--- config.mk ---
export PLATFORM = sky130hd
export DESIGN_NAME = kmph_ram
export DESIGN_NICKNAME = d
export VERILOG_FILES = /design/src/hdl/kmph_ram.sv
export SDC_FILE = /design/constraint.sdc
export NUM_CORES = 2
export LEC_CHECK = 0
export ABC_AREA = 1
export BUFFER_PORTS_ARGS = -buffer_cell sky130_fd_sc_hd__buf_4
export CORE_AREA = 4 4 533 535
export DETAILED_ROUTE_END_ITERATION = 8
export DIE_AREA = 0 0 537 539
export MAX_ROUTING_LAYER = met4
export PLACE_DENSITY = 0.54
export SETUP_SLACK_MARGIN = 0.4
export SLEW_MARGIN = 10
export SYNTH_ARGS = -nofsm -noshare
export SYNTH_HDL_FRONTEND = slang
export SYNTH_SLANG_ARGS = --single-unit
--- constraint.sdc ---
create_clock -name clk -period 2.2 [get_ports clk]
set_input_delay 0.33 -clock clk [delete_from_list [all_inputs] [get_ports clk]]
set_output_delay 0.33 -clock clk [all_outputs]
set_load 0.02 [all_outputs]
--- src/hdl/kmph_ram.sv ---
// Generic single-write, single-read RAM with a registered read port.
module kmph_ram #(
	parameter int WIDTH = 8,
	parameter int DEPTH = 256
) (
	input  logic                     clk,
	input  logic                     we,
	input  logic [$clog2(DEPTH)-1:0] waddr,
	input  logic [WIDTH-1:0]         wdata,
	input  logic [$clog2(DEPTH)-1:0] raddr,
	output logic [WIDTH-1:0]         rdata
);

	logic [WIDTH-1:0] mem [DEPTH];

	// write port and registered read
	always_ff @(posedge clk) begin
		if (we) begin
			mem[waddr] <= wdata;
		end
		rdata <= mem[raddr];
	end

endmodule

==> results_dict.tcl <==
set metrics [dict create \
    worstPathRequired_ns 1.87 \
    rr_worst_depth 10 \
    grt_remaining_overflow 0 \
    synth_area_mm2 0.0834 \
    io_pins 34 \
    fin_util_pct 36.0 \
    worstPathCellList "buf_6" \
    switching_share_pct 22.7 \
    cts_tree "done" \
    worstPathMaxFanout 1 \
    placed_area_mm2 0.0932 \
    relSlewSlack_pct 51.3 \
    final_cell_mix "nand2_1 (2108), edfxtp_1 (2048), nand3_1 (1989)" \
    status "finished clean" \
    r2r-start "mem[127][3]" \
    leakagePower_nw 35.6 \
    core-area_mm2 0.279 \
    powerDensity_mw_per_mm2 844 \
    syn_to_final_growth_pct 20.4 \
    period_minus_slack_ns 1.83 \
    firstDrtPassIters 6 \
    die_area_mm2 0.289 \
    synth-seq-area-share_pct 73.9 \
    timing.final.crit_share_pct 83.1 \
    crit_path_end_kind "output pin" \
    via_count 56588 \
    drv_slew 0 \
    skew_ns 0.0432 \
    worstMarginPinSlew_ns 0.730 \
    critical-path-top-delay-family "flip-flops" \
    die_h_um 539 \
    path_class "reg2out" \
    synthCells 7003 \
    antenna_found_initial 18 \
    clock_path_buffers 3 \
    crit_buf_inv 1 \
    htreeDepth 4 \
    min_from "raddr[6]" \
    first_iter_violations 6016 \
    wl_um 255000 \
    timing.fmax_mhz 547 \
    final_nets 7523 \
    antenna_left 0 \
    switchingPower_w 0.0192 \
    core.rowCount 194 \
    path_clk_slew_ns 0.06 \
    finalHoldViolations 0 \
    drive_gt1_share_pct 14.6 \
    seqPwrFrac_pct 51.1 \
    numCtsBuffers 208 \
    fin_area_mm2 0.100 \
    gp_congestion 0.941 \
    p_comb_share_pct 6.9 \
    hold_path.class "in2reg" \
    slowest_delay_ns 0.48 \
    routed_via_density 4.96 \
    final_common_cell "nand2_1" \
    syn_area_per_cell_um2 11.9 \
    min_to "rdata[5]" \
    rsz0062_at_grt "true" \
    place_hpwl_um 161000 \
    grt_pass1_wl_um 374000 \
    cap_viol_max_count 0 \
    reg2reg_slack_ns 0.43 \
    synth_nets 7029 \
    die_x_um 537 \
    grt_pass1_vias 55449 \
    post_cts_buffers 0 \
    grt_usage_pct 17.8 \
    p_int_w 0.0655 \
    worstReg2RegEnd "rdata[3]" \
    ys_ff_latch 2056 \
    power_frac_clock_pct 42.0 \
    setup_violations 0 \
    hold_depth 6 \
    startpoint_type "register" \
    slowest_stage "dfxtp_4" \
    clk_latency_ns 0.86 \
    grt_max_degree 88 \
    cts_sinks 2056 \
    synth_cell_types 14 \
    wl_per_cell_um 22.3 \
    crit_arrival_ns 1.50 \
    initial_core_util_pct 29.9 \
    clock-root-buffer "clkbuf_16" \
    irDropWorstVdd_uv 887 \
    drc 0 \
    port-buffer-count 33 \
    ys_warn_count 0 \
]
==> synthesized netlist by cell type <==
cell type / n / share of area [%]
buf_1: 40 / 0.18
buf_2: 268 / 1.6
buf_4: 46 / 0.41
buf_6: 16 / 0.22
buf_8: 1 / 0.018
clkbuf_1: 112 / 0.50
dfxtp_1: 8 / 0.19
edfxtp_1: 2048 / 74
inv_1: 36 / 0.16
inv_2: 2 / 0.0090
inv_4: 1 / 0.0075
nand2_1: 2123 / 9.6
nand3_1: 2019 / 12
nor2_1: 283 / 1.3
==> power groups by stage <==
stage          logic (W)  clock network (W)  registers, W
6_report         0.00587             0.0356        0.0433
3_5_place_dp     0.00579                  0        0.0441
5_1_grt          0.00632             0.0379        0.0433
2_1_floorplan    0.00266                  0        0.0441
3_3_place_gp     0.00576                  0        0.0441
4_1_cts          0.00584             0.0362        0.0433
==> worst max path at each step <==
stage,start,to,cells after the start
4_1_cts,rdata[1],rdata[1],1
5_1_grt,mem[160][3],rdata[3],11
2_1_floorplan,we,mem[162][0],4
3_3_place_gp,raddr[0],rdata[1],14
6_report,rdata[1],rdata[1],1
3_5_place_dp,raddr[0],rdata[1],14
==> metal layers <==
metal / vias to the layer above / GRT usage, % / wire length (um)
met4: 0 / 7.64 / 11200
met1: 28154 / 23.4 / 107000
met2: 2105 / 27.3 / 119000
met5: - / - / 0
li1: 25903 / - / -
met3: 426 / 2.67 / 17400
==> registers in the layout, summed over array words and instances (netlist names) <==
register	count
mem	2048
rdata	8
==> stage by stage <==
step	hold WS (ns)	setup slack, ns	TNS, ns	std cells	power (W)
2_1_floorplan	0.429	0.379	0	7003	0.0467
3_3_place_gp	0.627	-0.500	-40.76	11002	0.0499
3_5_place_dp	0.635	-0.507	-43.89	11002	0.0499
4_1_cts	0.0866	0.287	0	11400	0.0853
5_1_grt	0.132	0.335	0	11409	0.0875
6_report	0.162	0.372	0	11411	0.0847
==> cells by family after synthesis <==
| group | count (synthesis) | synth area share [%] |
|---|---|---|
| buf+inv | 522 | 3.12 |
| flops | 2056 | 73.9 |
| simple gates | 4425 | 22.9 |
==> layout make-up <==
type / count / area [um^2]
fillers: 26849 / 178000
clock inverters: 124 / 1260
well taps: 3724 / 4660
inverters: 39 / 180
flip-flops and latches: 2056 / 61700
clock buffers: 265 / 5590
repair buffers: 767 / 7630
diodes: 11 / 27.5
multi-input cells: 4425 / 19400
==> timing repair <==
item                                   4_1_cts  5_1_grt
resized for setup                           37       29
setup endpoints to repair                   15       14
endpoints found under the hold margin      208        0
hold buffers                                 9        0
No activity file was read; power rests on OpenSTA's default activity.
